<file path="src/rtl/deq_pkg.sv">
// Shared types for the double-ended queue: operation kinds and the control/status bundles.
package deq_pkg;

    typedef enum logic [1:0] {
        KIND_NOP,
        KIND_PUSH,
        KIND_POP,
        KIND_SEARCH
    } op_kind_t;

    // Commands from the controller to the datapath.
    typedef struct packed {
        logic load;      // capture the accepted input item
        logic exec;      // carry out the first step of the request
        logic pop_done;  // deliver the word read for a pop
        logic scan;      // compare one entry of a search
    } deq_cmd_t;

    // Status from the datapath to the controller.
    typedef struct packed {
        op_kind_t kind;     // kind of the held request
        logic     empty;    // queue holds no word
        logic     scan_end; // search found a match or ran out of entries
        logic     out_free; // output register can take a result
    } deq_sts_t;

endpackage

</file>
<file path="src/rtl/deq_ctrl.sv">
// Controller state machine of the double-ended queue.
module deq_ctrl
    import deq_pkg::*;
(
    input  logic     clk,
    input  logic     rst_n,
    input  logic     s_tvalid,
    output logic     s_tready,
    input  deq_sts_t sts,
    output deq_cmd_t cmd
);

    typedef enum logic [1:0] {
        ST_IDLE,
        ST_EXEC,
        ST_POP,
        ST_SCAN
    } state_t;

    state_t state_reg;
    state_t state_next;
    logic   ready_reg;

    always_comb
    begin
        state_next = state_reg;
        case (state_reg)
            ST_IDLE:
            begin
                if (s_tvalid)
                begin
                    state_next = ST_EXEC;
                end
            end
            ST_EXEC:
            begin
                if (sts.out_free)
                begin
                    if (sts.kind == KIND_POP && !sts.empty)
                    begin
                        state_next = ST_POP;
                    end
                    else if (sts.kind == KIND_SEARCH && !sts.empty)
                    begin
                        state_next = ST_SCAN;
                    end
                    else
                    begin
                        state_next = ST_IDLE;
                    end
                end
            end
            ST_POP:
            begin
                state_next = ST_IDLE;
            end
            ST_SCAN:
            begin
                if (sts.scan_end)
                begin
                    state_next = ST_IDLE;
                end
            end
            default:
            begin
                state_next = ST_IDLE;
            end
        endcase
    end

    always_ff @(posedge clk or negedge rst_n)
    begin
        if (!rst_n)
        begin
            state_reg <= ST_IDLE;
            ready_reg <= 1'b1;
        end
        else
        begin
            state_reg <= state_next;
            ready_reg <= (state_next == ST_IDLE);
        end
    end

    assign s_tready     = ready_reg;
    assign cmd.load     = ready_reg && s_tvalid;
    assign cmd.exec     = (state_reg == ST_EXEC) && sts.out_free;
    assign cmd.pop_done = (state_reg == ST_POP);
    assign cmd.scan     = (state_reg == ST_SCAN);

endmodule

</file>
<file path="src/rtl/deq_dpath.sv">
// Datapath of the double-ended queue: ring store, pointers, search counter and output register.
module deq_dpath
    import deq_pkg::*;
#(
    parameter int DEPTH = 16
)
(
    input  logic        clk,
    input  logic        rst_n,
    input  logic [2:0]  in_opcode,
    input  logic [31:0] in_value,
    input  deq_cmd_t    cmd,
    output deq_sts_t    sts,
    input  logic        m_tready,
    output logic        out_valid,
    output logic [1:0]  out_status,
    output logic [31:0] out_popped,
    output logic [4:0]  out_pos,
    output logic [4:0]  out_count
);

    localparam int IW = $clog2(DEPTH);
    localparam int CW = $clog2(DEPTH + 1);

    localparam logic [2:0] OP_PUSH_REAR  = 3'd0;
    localparam logic [2:0] OP_PUSH_FRONT = 3'd1;
    localparam logic [2:0] OP_POP_REAR   = 3'd2;
    localparam logic [2:0] OP_POP_FRONT  = 3'd3;
    localparam logic [2:0] OP_SEARCH     = 3'd4;

    localparam logic [1:0] STAT_OK        = 2'd0;
    localparam logic [1:0] STAT_EMPTY     = 2'd1;
    localparam logic [1:0] STAT_FULL      = 2'd2;
    localparam logic [1:0] STAT_NOT_FOUND = 2'd3;

    logic [31:0]   mem [DEPTH];
    logic [31:0]   rd_data_reg;

    logic [2:0]    op_reg;
    logic [31:0]   val_reg;
    logic [IW-1:0] front_reg;
    logic [IW-1:0] front_next;
    logic [CW-1:0] occ_reg;
    logic [CW-1:0] occ_next;
    logic [CW-1:0] scan_reg;
    logic [CW-1:0] scan_next;

    logic          out_valid_reg;
    logic          out_valid_next;
    logic [1:0]    out_status_reg;
    logic [31:0]   out_popped_reg;
    logic [4:0]    out_pos_reg;
    logic [4:0]    out_count_reg;

    op_kind_t      kind;
    logic          is_front;
    logic          empty;
    logic          full;
    logic          match;
    logic          scan_end;
    logic          immediate;

    logic [CW-1:0] ring_off;
    logic [IW:0]   ring_sum;
    logic [IW-1:0] ring_idx;
    logic [IW-1:0] front_dec;
    logic [IW-1:0] front_inc;

    logic          wr_en;
    logic [IW-1:0] wr_addr;
    logic          rd_en;
    logic [IW-1:0] rd_addr;

    logic [CW+4:0] count_ext;
    logic [CW+4:0] occ_ext;
    logic [CW+4:0] scan_ext;

    always_comb
    begin
        case (op_reg)
            OP_PUSH_REAR, OP_PUSH_FRONT: kind = KIND_PUSH;
            OP_POP_REAR, OP_POP_FRONT:   kind = KIND_POP;
            OP_SEARCH:                   kind = KIND_SEARCH;
            default:                     kind = KIND_NOP;
        endcase
    end

    assign is_front  = (op_reg == OP_PUSH_FRONT) || (op_reg == OP_POP_FRONT);
    assign empty     = (occ_reg == '0);
    assign full      = (occ_reg == CW'(DEPTH));
    assign match     = (rd_data_reg == val_reg);
    assign scan_end  = match || (scan_reg == occ_reg);
    assign immediate = !(((kind == KIND_POP) || (kind == KIND_SEARCH)) && !empty);

    // Offset from the front: the rear slot for a rear push, the last word for a
    // rear pop, the next entry during a search, and the front itself otherwise.
    always_comb
    begin
        ring_off = '0;
        if (cmd.scan)
        begin
            ring_off = scan_reg;
        end
        else if (kind == KIND_PUSH && !is_front)
        begin
            ring_off = occ_reg;
        end
        else if (kind == KIND_POP && !is_front)
        begin
            ring_off = occ_reg - 1'b1;
        end
    end

    assign ring_sum  = {1'b0, front_reg} + (IW+1)'(ring_off);
    assign ring_idx  = (ring_sum >= (IW+1)'(DEPTH)) ? IW'(ring_sum - (IW+1)'(DEPTH))
                                                    : ring_sum[IW-1:0];
    assign front_dec = (front_reg == '0) ? IW'(DEPTH - 1) : front_reg - 1'b1;
    assign front_inc = (front_reg == IW'(DEPTH - 1)) ? '0 : front_reg + 1'b1;

    assign wr_en   = cmd.exec && (kind == KIND_PUSH) && !full;
    assign wr_addr = is_front ? front_dec : ring_idx;
    assign rd_en   = (cmd.exec && !immediate) || (cmd.scan && !scan_end);
    assign rd_addr = ring_idx;

    always_ff @(posedge clk)
    begin
        if (wr_en)
        begin
            mem[wr_addr] <= val_reg;
        end
        if (rd_en)
        begin
            rd_data_reg <= mem[rd_addr];
        end
    end

    always_ff @(posedge clk)
    begin
        if (cmd.load)
        begin
            op_reg  <= in_opcode;
            val_reg <= in_value;
        end
    end

    always_comb
    begin
        front_next = front_reg;
        occ_next   = occ_reg;
        scan_next  = scan_reg;
        if (cmd.exec)
        begin
            if (kind == KIND_PUSH && !full)
            begin
                occ_next = occ_reg + 1'b1;
                if (is_front)
                begin
                    front_next = front_dec;
                end
            end
            else if (kind == KIND_POP && !empty)
            begin
                occ_next = occ_reg - 1'b1;
                if (is_front)
                begin
                    front_next = front_inc;
                end
            end
            scan_next = CW'(1);
        end
        else if (cmd.scan && !scan_end)
        begin
            scan_next = scan_reg + 1'b1;
        end
    end

    assign count_ext = {5'b0, occ_next};
    assign occ_ext   = {5'b0, occ_reg};
    assign scan_ext  = {5'b0, scan_reg};

    assign out_valid_next = (cmd.exec && immediate) || cmd.pop_done || (cmd.scan && scan_end)
                            || (out_valid_reg && !m_tready);

    always_ff @(posedge clk or negedge rst_n)
    begin
        if (!rst_n)
        begin
            front_reg     <= '0;
            occ_reg       <= '0;
            scan_reg      <= '0;
            out_valid_reg <= 1'b0;
        end
        else
        begin
            front_reg     <= front_next;
            occ_reg       <= occ_next;
            scan_reg      <= scan_next;
            out_valid_reg <= out_valid_next;
        end
    end

    always_ff @(posedge clk)
    begin
        if (cmd.exec && immediate)
        begin
            out_popped_reg <= '0;
            out_pos_reg    <= '0;
            out_count_reg  <= count_ext[4:0];
            if (kind == KIND_PUSH && full)
            begin
                out_status_reg <= STAT_FULL;
            end
            else if ((kind == KIND_POP || kind == KIND_SEARCH) && empty)
            begin
                out_status_reg <= STAT_EMPTY;
            end
            else
            begin
                out_status_reg <= STAT_OK;
            end
        end
        else if (cmd.pop_done)
        begin
            out_status_reg <= STAT_OK;
            out_popped_reg <= rd_data_reg;
            out_pos_reg    <= '0;
            out_count_reg  <= occ_ext[4:0];
        end
        else if (cmd.scan && scan_end)
        begin
            out_status_reg <= match ? STAT_OK : STAT_NOT_FOUND;
            out_popped_reg <= '0;
            out_pos_reg    <= match ? scan_ext[4:0] : 5'd0;
            out_count_reg  <= occ_ext[4:0];
        end
    end

    assign sts.kind     = kind;
    assign sts.empty    = empty;
    assign sts.scan_end = scan_end;
    assign sts.out_free = !out_valid_reg || m_tready;

    assign out_valid  = out_valid_reg;
    assign out_status = out_status_reg;
    assign out_popped = out_popped_reg;
    assign out_pos    = out_pos_reg;
    assign out_count  = out_count_reg;

endmodule

</file>
<file path="src/rtl/double_ended_queue_with_search.sv">
// A push, a refused request or an unused opcode is carried out in the execute state, which
// registers its result; a pop reads the ring store there and delivers the word in the pop state,
// and a search walks the ring store one entry per cycle from the front in the scan state.
// The ring store has a single read port; a new item is accepted only once the last one is done.
// Reset clears the front index, the count and the output valid flag at once; the store is
// not cleared and needs no clearing pass.
module double_ended_queue_with_search
    import deq_pkg::*;
#(
    parameter int DEPTH = 16
)
(
    input  logic        clk,
    input  logic        rst_n,
    // Request items.
    input  logic        s_tvalid,
    output logic        s_tready,
    input  logic [39:0] s_tdata,  // [2:0] opcode, [34:3] value, [39:35] zero
    // Result items.
    output logic        m_tvalid,
    input  logic        m_tready,
    output logic [47:0] m_tdata   // [1:0] status, [33:2] popped_value,
                                  // [38:34] found_position, [43:39] entry_count, [47:44] zero
);

    deq_cmd_t    cmd;
    deq_sts_t    sts;
    logic [1:0]  out_status;
    logic [31:0] out_popped;
    logic [4:0]  out_pos;
    logic [4:0]  out_count;

    // The controller accepts an item only while idle. It starts the request only once the
    // output register is free, so a result never has to wait inside the datapath.
    deq_ctrl u_ctrl (
        .clk      (clk),
        .rst_n    (rst_n),
        .s_tvalid (s_tvalid),
        .s_tready (s_tready),
        .sts      (sts),
        .cmd      (cmd)
    );

    // The datapath holds the ring store with a registered read port, the front index,
    // the count, the search position counter and the output register.
    deq_dpath #(
        .DEPTH (DEPTH)
    ) u_dpath (
        .clk        (clk),
        .rst_n      (rst_n),
        .in_opcode  (s_tdata[2:0]),
        .in_value   (s_tdata[34:3]),
        .cmd        (cmd),
        .sts        (sts),
        .m_tready   (m_tready),
        .out_valid  (m_tvalid),
        .out_status (out_status),
        .out_popped (out_popped),
        .out_pos    (out_pos),
        .out_count  (out_count)
    );

    assign m_tdata = {4'b0, out_count, out_pos, out_popped, out_status};

endmodule

</file>
<file path="config.mk">
export PLATFORM = sky130hd
export DESIGN_NAME = double_ended_queue_with_search
export DESIGN_NICKNAME = d
export VERILOG_FILES = /design/src/rtl/deq_pkg.sv /design/src/rtl/deq_ctrl.sv /design/src/rtl/deq_dpath.sv /design/src/rtl/double_ended_queue_with_search.sv
export SDC_FILE = /design/constraint.sdc
export NUM_CORES = 1
export LEC_CHECK = 0
export BUFFER_PORTS_ARGS = -buffer_cell sky130_fd_sc_hd__buf_4
export CAP_MARGIN = 10
export CORE_ASPECT_RATIO = 1.2
export CORE_UTILIZATION = 28
export DETAILED_ROUTE_END_ITERATION = 12
export GPL_ROUTABILITY_DRIVEN = 0
export PLACE_DENSITY_LB_ADDON = 0.05
export SYNTH_ARGS = -nofsm -noshare
export SYNTH_HDL_FRONTEND = slang
export SYNTH_SLANG_ARGS = --single-unit
</file>
<file path="constraint.sdc">
create_clock -name clk -period 5.4 [get_ports clk]
set_clock_uncertainty 0.15 [all_clocks]
set_input_delay 0.27 -clock clk [delete_from_list [all_inputs] [get_ports clk]]
set_output_delay 0.27 -clock clk [all_outputs]
set_load 0.01 [all_outputs]
</file>
==> tab_implementation.tex, run 1 <==
\begin{tabular}{lr}
\hline
Metric & Value \\
\hline
\multicolumn{2}{l}{\textbf{Status}} \\
Result of the run & complete, but fails checks \\
Failing checks & DRC \\
\multicolumn{2}{l}{\textbf{Synthesis}} \\
Share of flip-flops with an asynchronous set or reset after synthesis & 2.81\% \\
Netlist cell types & 60 \\
Cell area after synthesis & 24900 um2 \\
Synth top cells by count & sky130\_fd\_sc\_hd\_\_edfxtp\_1 (586), sky130\_fd\_sc\_hd\_\_mux4\_2 (129), sky130\_fd\_sc\_hd\_\_nand2\_1 (77) \\
Number of synthesized flops with an enable pin & 586 \\
Post-synthesis cell count & 1287 \\
Ranking of synthesized cells by area & sky130\_fd\_sc\_hd\_\_edfxtp\_1 (71\%), sky130\_fd\_sc\_hd\_\_mux4\_2 (12\%), sky130\_fd\_sc\_hd\_\_dfxtp\_1 (3.0\%) \\
Most instantiated library cell after synthesis & sky130\_fd\_sc\_hd\_\_edfxtp\_1 \\
Flip-flop cell with the highest count after synthesis & sky130\_fd\_sc\_hd\_\_edfxtp\_1 \\
\#FFs+latches synth & 641 \\
Sequential cell area fraction in the yosys report & 75.3\% \\
Average footprint of a synthesized cell & 19.4 um2 \\
Cell taking the most area after synthesis & sky130\_fd\_sc\_hd\_\_edfxtp\_1 \\
Area fraction of the dominant cell type after synthesis & 70.5\% \\
Warnings from Yosys & 0 \\
\multicolumn{2}{l}{\textbf{Drt}} \\
Total vias in the final route & 12800 \\
Antenna-violating nets left & 0 \\
Average routed wire per standard cell & 26.8 um \\
Vias per cell & 4.77 \\
Total iterations of the first detailed-routing run & 9 \\
Wire length reported by the detailed router & 71600 um \\
Drc violations & 7 \\
Iter 0 DRT Violations & 916 \\
\multicolumn{2}{l}{\textbf{STA}} \\
Final number of max-transition violations & 0 \\
Final setup TNS & 0 ns \\
Worst Hold Margin & 0.213 ns \\
Final min period & 4.30 ns \\
Unrepaired setup endpoints after global routing & no \\
Maximum operating frequency & 0.233 GHz \\
Finish-stage setup viols & 0 \\
Fin crit share & 79.6\% \\
Actual transition at the worst max-transition pin & 1.00 ns \\
Relative max-transition margin & 33.1\% \\
Number of hold violations in the final report & 0 \\
\multicolumn{2}{l}{\textbf{Die}} \\
Die Y-Extent & 329 um \\
Effective utilization at floorplan & 28.3\% \\
Width of the chip & 274 um \\
Total Die Area & 90300 um2 \\
\# IOs & 94 \\
Placeable core area & 88000 um2 \\
Number of core rows & 119 \\
\multicolumn{2}{l}{\textbf{Power and ir drop}} \\
Highest ir drop seen on vdd & 0.627 mV \\
Int Pwr & 12000 uW \\
Fraction of power spent switching nets & 35.3\% \\
Clock share of power & 25.8\% \\
Psw & 6560 uW \\
Portion of total power attributed to sequential cells & 36.3\% \\
Pwr dens & 616 nW/um2 \\
Relative contribution of combinational cells to total power & 37.9\% \\
Leakage power summed over all cells & 0.00988 uW \\
\multicolumn{2}{l}{\textbf{Placed design}} \\
Count of buffers from port buffering & 84 \\
Dpl hpwl & 38900 um \\
\multicolumn{2}{l}{\textbf{Layout}} \\
Filler Cells Inserted & 8361 \\
Final Net Count & 1523 \\
Flip-flop count of the largest register after layout & 512 \\
Layout overhead on the synthesized area & 20.9\% \\
Multi-input gate area in the final layout & 5930 um2 \\
Flip-flop and latch area & 18800 um2 \\
Share of final-layout standard cells stronger than drive strength 1 & 26.5\% \\
Diode count & 0 \\
Register with the most flip-flops & u\_dpath.mem \\
\multicolumn{2}{l}{\textbf{CTS}} \\
Resized Gates After CTS & 0 \\
Clock sinks & 641 \\
Cell chosen for the clock root & sky130\_fd\_sc\_hd\_\_clkbuf\_16 \\
Total CTS buffers & 74 \\
Worst-Skew Late Latency & 0.62 ns \\
CTS max path bufs & 3 \\
Clock Pin Slew Worst Setup and Hold Paths & 0.06 ns \\
Number of levels in the clock H-tree & 3 \\
Post CTS Setup Buffer Count & 0 \\
Clock tree from TritonCTS & done \\
\multicolumn{2}{l}{\textbf{Worst setup path}} \\
Bufs and invs on worst path & 3 \\
Critical path startpoint category & flip-flop \\
CP arrival & 4.40 ns \\
Ordered cell list for the critical path & inv\_1 -> ha\_1 -> nand2\_1 -> xor2\_1 -> o21ai\_0 -> ha\_1 -> a21oi\_1 -> nand2\_1 -> xor2\_1 -> xnor2\_4 -> buf\_4 -> mux2\_2 -> nor2\_4 -> buf\_4 \\
Maximum fanout encountered on the critical timing path & 40 \\
Critical path data required time & 5.50 ns \\
Capturing element type of the critical path & flip-flop \\
Slowest cell on the critical path & sky130\_fd\_sc\_hd\_\_buf\_4 \\
Longest individual stage delay on the worst path & 0.47 ns \\
WS Path Type & flip-flop to flip-flop \\
Category of cells accounting for the largest share of critical-path delay & buffers and inverters \\
\multicolumn{2}{l}{\textbf{Hold path}} \\
Classification of the worst-slack hold path & input port to flip-flop \\
\multicolumn{2}{l}{\textbf{Global route}} \\
Largest net degree at the start of global routing & 89 \\
First-pass GRT wire length & 102000 um \\
Number of global-route vias before repair & 13600 \\
Gr usage total & 16.2\% \\
Initial antenna violation count & 0 \\
Total overflow reported by the global router & 0 \\
\multicolumn{2}{l}{\textbf{Run}} \\
Max Cap Viol & 0 \\
\hline
\end{tabular}
## stage by stage
stage	utilization [%]	power, uW	instance area, um2	worst slack [ns]	cells
detailed placement	31.2	14100	27500	1.09	2501
global placement	31.2	14200	27500	1.02	2501
CTS	34.3	19100	30200	1.04	2676
global route	34.3	19700	30200	0.823	2676
floorplan	-	11500	25000	0.283	1290
finish	34.3	18600	30200	1.10	2676
## routing by layer
metal	GRT usage (%)	part of all wire, %
met5	0	0
met2	27.6	50
met3	2.44	3.8
met1	21.3	44
met4	4.66	1.8
## path summary, 6_finish.rpt
kind / start / endpoint / slack, ns / cells past startpoint
worst max-delay path: u_dpath.occ_reg[0]$_DFF_PN0_ / u_dpath.mem[2][10]$_DFFE_PP_ / 1.10 / 14
worst min-delay path: s_tdata[21] / u_dpath.val_reg[18]$_DFFE_PP_ / 0.21 / 2
worst max register to register: u_dpath.occ_reg[0]$_DFF_PN0_ / u_dpath.mem[2][10]$_DFFE_PP_ / 1.10 / 14
worst min register to register: u_dpath.out_popped[25]$_SDFFE_PP0P_ / u_dpath.out_popped[25]$_SDFFE_PP0P_ / 0.32 / 1
max in group asynchronous: rst_n / u_dpath.occ_reg[3]$_DFF_PN0_ / 3.15 / 4
min in group asynchronous: rst_n / u_ctrl.s_tready$_DFF_PN1_ / 0.54 / 3
## logic make-up after synthesis
group | share of synthesized area (%)
simple gates | 3.82
mux | 11.9
compound gates | 4.85
xor+xnor | 1.80
buf+inv | 1.72
flops | 75.3
fa+ha+maj | 0.582
other cells | 0.0150
## power by group through the flow
| stage | Sequential (uW) | Combinational [uW] | Clock [uW] |
|---|---|---|---|
| floorplan | 6690 | 4770 | 0 |
| finish | 6750 | 7030 | 4790 |
| detailed placement | 6870 | 7280 | 0 |
| CTS | 6770 | 7350 | 4960 |
| global route | 6830 | 7710 | 5140 |
| global placement | 6850 | 7320 | 0 |
## cells in the final DEF, fill, tap and decap left out, types with 9 or more instances in the layout
master,instances
sky130_fd_sc_hd__dfrtp_1,17
sky130_fd_sc_hd__clkinv_1,18
sky130_fd_sc_hd__nand2_1,76
sky130_fd_sc_hd__nor4_1,10
sky130_fd_sc_hd__nor2_1,16
sky130_fd_sc_hd__a22o_1,36
sky130_fd_sc_hd__clkinv_2,14
sky130_fd_sc_hd__dfxtp_1,37
sky130_fd_sc_hd__ha_1,9
sky130_fd_sc_hd__inv_1,14
sky130_fd_sc_hd__clkbuf_16,75
sky130_fd_sc_hd__xor2_1,39
sky130_fd_sc_hd__buf_4,121
sky130_fd_sc_hd__buf_12,18
sky130_fd_sc_hd__o21ai_0,18
sky130_fd_sc_hd__and3_1,32
sky130_fd_sc_hd__edfxtp_1,586
sky130_fd_sc_hd__nand3_1,9
sky130_fd_sc_hd__a311o_1,31
sky130_fd_sc_hd__mux4_2,129
sky130_fd_sc_hd__nor2_4,16
sky130_fd_sc_hd__a21oi_1,40
sky130_fd_sc_hd__dlygate4sd3_1,40
sky130_fd_sc_hd__clkbuf_1,13
## area by class of cell
class                      instances  area share (%)
inverter                          14           0.174
multi-input combinational        558            19.7
clock buffer                      91            6.52
tap                             1149            4.77
sequential                       641            62.3
clock inverter                    44            1.05
timing repair buffer             179            5.53
## what timing repair did
action / CTS / global route
hold buffers: 40 / 0
endpoints found under the setup margin: 0 / 0
hold endpoints to repair: 56 / 0
Power figures use the tool's default switching activity.
==> run 2, diff against run 1 <==
==> constraint.sdc (replaced) <==
create_clock -name clk -period 3.6 [get_ports clk]
set_clock_uncertainty 0.15 [all_clocks]
set_input_delay 0.18 -clock clk [delete_from_list [all_inputs] [get_ports clk]]
set_output_delay 0.18 -clock clk [all_outputs]
set_load 0.01 [all_outputs]
==> run 2 against run 1 <==
  * The flow still finishes with violations (DRC)
  * Hold slack lost 0.10 ns
  * Setup slack lost 1.1 ns
  * Fmax grew 20%
  * Wire length grew 7.1%
  * Sequential share of layout area shrank 4.7 points
  * Highest routed layer unchanged
==> tab_implementation.tex, run 2 (synthesized netlist as in run 1, its figures left out) <==
\begin{tabular}{lr}
\hline
Metric & Value \\
\hline
\multicolumn{2}{l}{\textbf{Drt}} \\
Total vias in the final route & 13400 \\
Wire length reported by the detailed router & 76700 um \\
Vias per cell & 4.78 \\
Iter 0 DRT Violations & 994 \\
Average routed wire per standard cell & 27.3 um \\
Drc violations & 8 \\
Total iterations of the first detailed-routing run & 11 \\
Antenna-violating nets left & 0 \\
\multicolumn{2}{l}{\textbf{Die}} \\
\# IOs & 94 \\
Placeable core area & 88000 um2 \\
Effective utilization at floorplan & 28.3\% \\
Width of the chip & 274 um \\
Number of core rows & 119 \\
Total Die Area & 90300 um2 \\
Die Y-Extent & 329 um \\
\multicolumn{2}{l}{\textbf{Power and ir drop}} \\
Highest ir drop seen on vdd & 0.850 mV \\
Leakage power summed over all cells & 0.0110 uW \\
Overall power of the completed layout & 31300 uW \\
Pwr dens & 959 nW/um2 \\
\multicolumn{2}{l}{\textbf{Layout}} \\
Finished Layout Cells & 2812 \\
Layout overhead on the synthesized area & 30.8\% \\
Share of final-layout standard cells stronger than drive strength 1 & 36.0\% \\
Register with the most flip-flops & u\_dpath.mem \\
Most common cell after layout, fill and taps aside & sky130\_fd\_sc\_hd\_\_edfxtp\_1 \\
Filler Cells Inserted & 8089 \\
Commonest cells after routing, fill and taps aside & sky130\_fd\_sc\_hd\_\_edfxtp\_1 (586), sky130\_fd\_sc\_hd\_\_buf\_4 (176), sky130\_fd\_sc\_hd\_\_mux4\_2 (129), sky130\_fd\_sc\_hd\_\_clkbuf\_16 (92), sky130\_fd\_sc\_hd\_\_buf\_12 (67) \\
Final Net Count & 1659 \\
Flip-flop count of the largest register after layout & 512 \\
\multicolumn{2}{l}{\textbf{CTS}} \\
Total CTS buffers & 72 \\
Clock Pin Slew Worst Setup and Hold Paths & 0.06 ns \\
Cell chosen for the clock root & sky130\_fd\_sc\_hd\_\_clkbuf\_16 \\
Number of levels in the clock H-tree & 3 \\
Worst-Skew Late Latency & 0.63 ns \\
CTS max path bufs & 3 \\
Clock sinks & 641 \\
Clock tree from TritonCTS & done \\
\multicolumn{2}{l}{\textbf{Global route}} \\
Gr usage total & 16.5\% \\
Global-route met3 utilization & 2.60\% \\
First-pass GRT wire length & 104000 um \\
Initial antenna violation count & 1 \\
Number of global-route vias before repair & 14000 \\
Met1 usage & 22.2\% \\
Fraction of met2 tracks used by global routing & 27.6\% \\
Total overflow reported by the global router & 0 \\
Most used routing layer & met2 \\
Largest net degree at the start of global routing & 49 \\
\multicolumn{2}{l}{\textbf{Worst setup path}} \\
Critical path data required time & 3.80 ns \\
Worst reg2reg setup slack & 0.02 ns \\
Critical path startpoint category & flip-flop \\
Slowest cell on the critical path & sky130\_fd\_sc\_hd\_\_fa\_4 \\
Maximum fanout encountered on the critical timing path & 12 \\
WS Path Type & flip-flop to flip-flop \\
Longest individual stage delay on the worst path & 0.82 ns \\
Capturing element type of the critical path & flip-flop \\
Ordered cell list for the critical path & buf\_6 -> xnor2\_2 -> o21ai\_2 -> ha\_4 -> inv\_2 -> fa\_4 -> buf\_12 -> buf\_12 -> buf\_12 -> mux4\_2 -> mux4\_2 \\
CP arrival & 3.78 ns \\
Worst R2R Start & u\_dpath.op\_reg[1]\$\_DFFE\_PP\_ \\
Reg-to-reg endpoint & u\_dpath.rd\_data\_reg[30]\$\_DFFE\_PP\_ \\
Cells on worst reg2reg path & 11 \\
Category of cells accounting for the largest share of critical-path delay & adder cells \\
Most common cell type on the critical path & sky130\_fd\_sc\_hd\_\_buf\_12 \\
Bufs and invs on worst path & 5 \\
\multicolumn{2}{l}{\textbf{STA}} \\
Actual transition at the worst max-transition pin & 0.959 ns \\
Number of hold violations in the final report & 0 \\
Maximum operating frequency & 0.279 GHz \\
Fin crit share & 99.5\% \\
Unrepaired setup endpoints after global routing & yes \\
Finish-stage setup viols & 0 \\
Worst Hold Margin & 0.113 ns \\
Final number of max-transition violations & 0 \\
Worst path setup slack after routing & 0.0167 ns \\
Relative max-transition margin & 35.8\% \\
Final min period & 3.58 ns \\
\multicolumn{2}{l}{\textbf{Hold path}} \\
Classification of the worst-slack hold path & input port to flip-flop \\
Instance count along the most critical hold path & 2 \\
Worst hold path endpoint & u\_dpath.val\_reg[17]\$\_DFFE\_PP\_ \\
Worst hold path startpoint & s\_tdata[20] \\
\multicolumn{2}{l}{\textbf{Status}} \\
Result of the run & complete, but fails checks \\
Failing checks & DRC \\
\multicolumn{2}{l}{\textbf{Placed design}} \\
Instance count after placement with tap cells included & 2581 \\
Post-Place Worst Slack & -0.0479 ns \\
Dpl hpwl & 43400 um \\
Count of buffers from port buffering & 84 \\
\multicolumn{2}{l}{\textbf{Run}} \\
Max Cap Viol & 0 \\
\hline
\end{tabular}
[run 2: cell types whose count changed in the layout (fill, tap and decap cells not counted), moves of 7 or more]
cell	change
sky130_fd_sc_hd__buf_4	+55
sky130_fd_sc_hd__and3_4	+13
sky130_fd_sc_hd__nand2_2	+11
sky130_fd_sc_hd__nand2_1	-10
sky130_fd_sc_hd__buf_6	+10
sky130_fd_sc_hd__clkbuf_16	+17
sky130_fd_sc_hd__buf_16	+7
sky130_fd_sc_hd__buf_12	+49
sky130_fd_sc_hd__and3_1	-13
sky130_fd_sc_hd__clkinv_1	-10
[run 2: where the power goes]
group | internal, uW | total [uW] | leakage (uW) | switching [uW]
combinational | 6690 | 13800 | 0.00397 | 7060
sequential | 9400 | 10000 | 0.00582 | 630
clock | 4420 | 7500 | 0.00116 | 3070
total | 20500 | 31300 | 0.0110 | 10800
[run 2: final cells by class]
| cell class | count | area [um2] | share of cell area [%] |
|---|---|---|---|
| Tap cell | 1149 | 1440 | 4.40 |
| Sequential cell | 641 | 18800 | 57.6 |
| Timing Repair Buffer | 317 | 3780 | 11.6 |
| Inverter | 14 | 57.6 | 0.176 |
| Multi-Input combinational cell | 558 | 6170 | 18.9 |
| Antenna cell | 1 | 2.50 | 0.00767 |
| Clock buffer | 95 | 2030 | 6.23 |
| Clock inverter | 37 | 363 | 1.11 |
[run 2: how the worst max path moves through the flow]
stage | start | to | slack (ns) | cells past startpoint
after floorplan | u_dpath.occ_reg[1]$_DFF_PN0_ | u_dpath.mem[7][0]$_DFFE_PP_ | -0.02 | 14
after global placement | u_dpath.occ_reg[0]$_DFF_PN0_ | u_dpath.rd_data_reg[9]$_DFFE_PP_ | -0.08 | 12
after detailed placement | u_dpath.occ_reg[0]$_DFF_PN0_ | u_dpath.rd_data_reg[8]$_DFFE_PP_ | -0.05 | 12
after CTS | u_dpath.occ_reg[0]$_DFF_PN0_ | u_dpath.rd_data_reg[14]$_DFFE_PP_ | -0.01 | 14
after global routing | u_dpath.op_reg[1]$_DFFE_PP_ | u_dpath.mem[9][24]$_DFFE_PP_ | -0.08 | 13
final | u_dpath.op_reg[1]$_DFFE_PP_ | u_dpath.rd_data_reg[30]$_DFFE_PP_ | 0.02 | 11
[run 2: metal layers]
layer,vias up,routed length [um]
met5,-,0
met2,279,37700
li1,5902,-
met3,92,2880
met1,7172,34400
met4,0,1690
[run 2: stage by stage]
step / area, um2 / TNS [ns] / util (%)
floorplan: 25200 / -1.37 / -
global placement: 28600 / -4.40 / 32.5
detailed placement: 28600 / -0.722 / 32.5
CTS: 31800 / -0.0246 / 36.2
global route: 32600 / -4.34 / 37.1
finish: 32600 / 0 / 37.1
[run 2: repair_timing]
action,4_1_cts,5_1_grt
pin swaps,11,19
setup buffers,15,27
endpoints found under the hold margin,56,0
setup endpoints to repair,167,527
hold buffers,40,0
gates resized for setup,30,31
gates cloned,4,17
[run 2: worst register-to-register path: stages (launching register included)]
cell and delay (ns):
sky130_fd_sc_hd__edfxtp_1 0.45, sky130_fd_sc_hd__buf_6 0.16, sky130_fd_sc_hd__xnor2_2 0.14, sky130_fd_sc_hd__o21ai_2 0.16, sky130_fd_sc_hd__ha_4 0.16, sky130_fd_sc_hd__inv_2 0.03, sky130_fd_sc_hd__fa_4 0.82, sky130_fd_sc_hd__buf_12 0.13
sky130_fd_sc_hd__buf_12 0.16, sky130_fd_sc_hd__buf_12 0.17, sky130_fd_sc_hd__mux4_2 0.31, sky130_fd_sc_hd__mux4_2 0.49
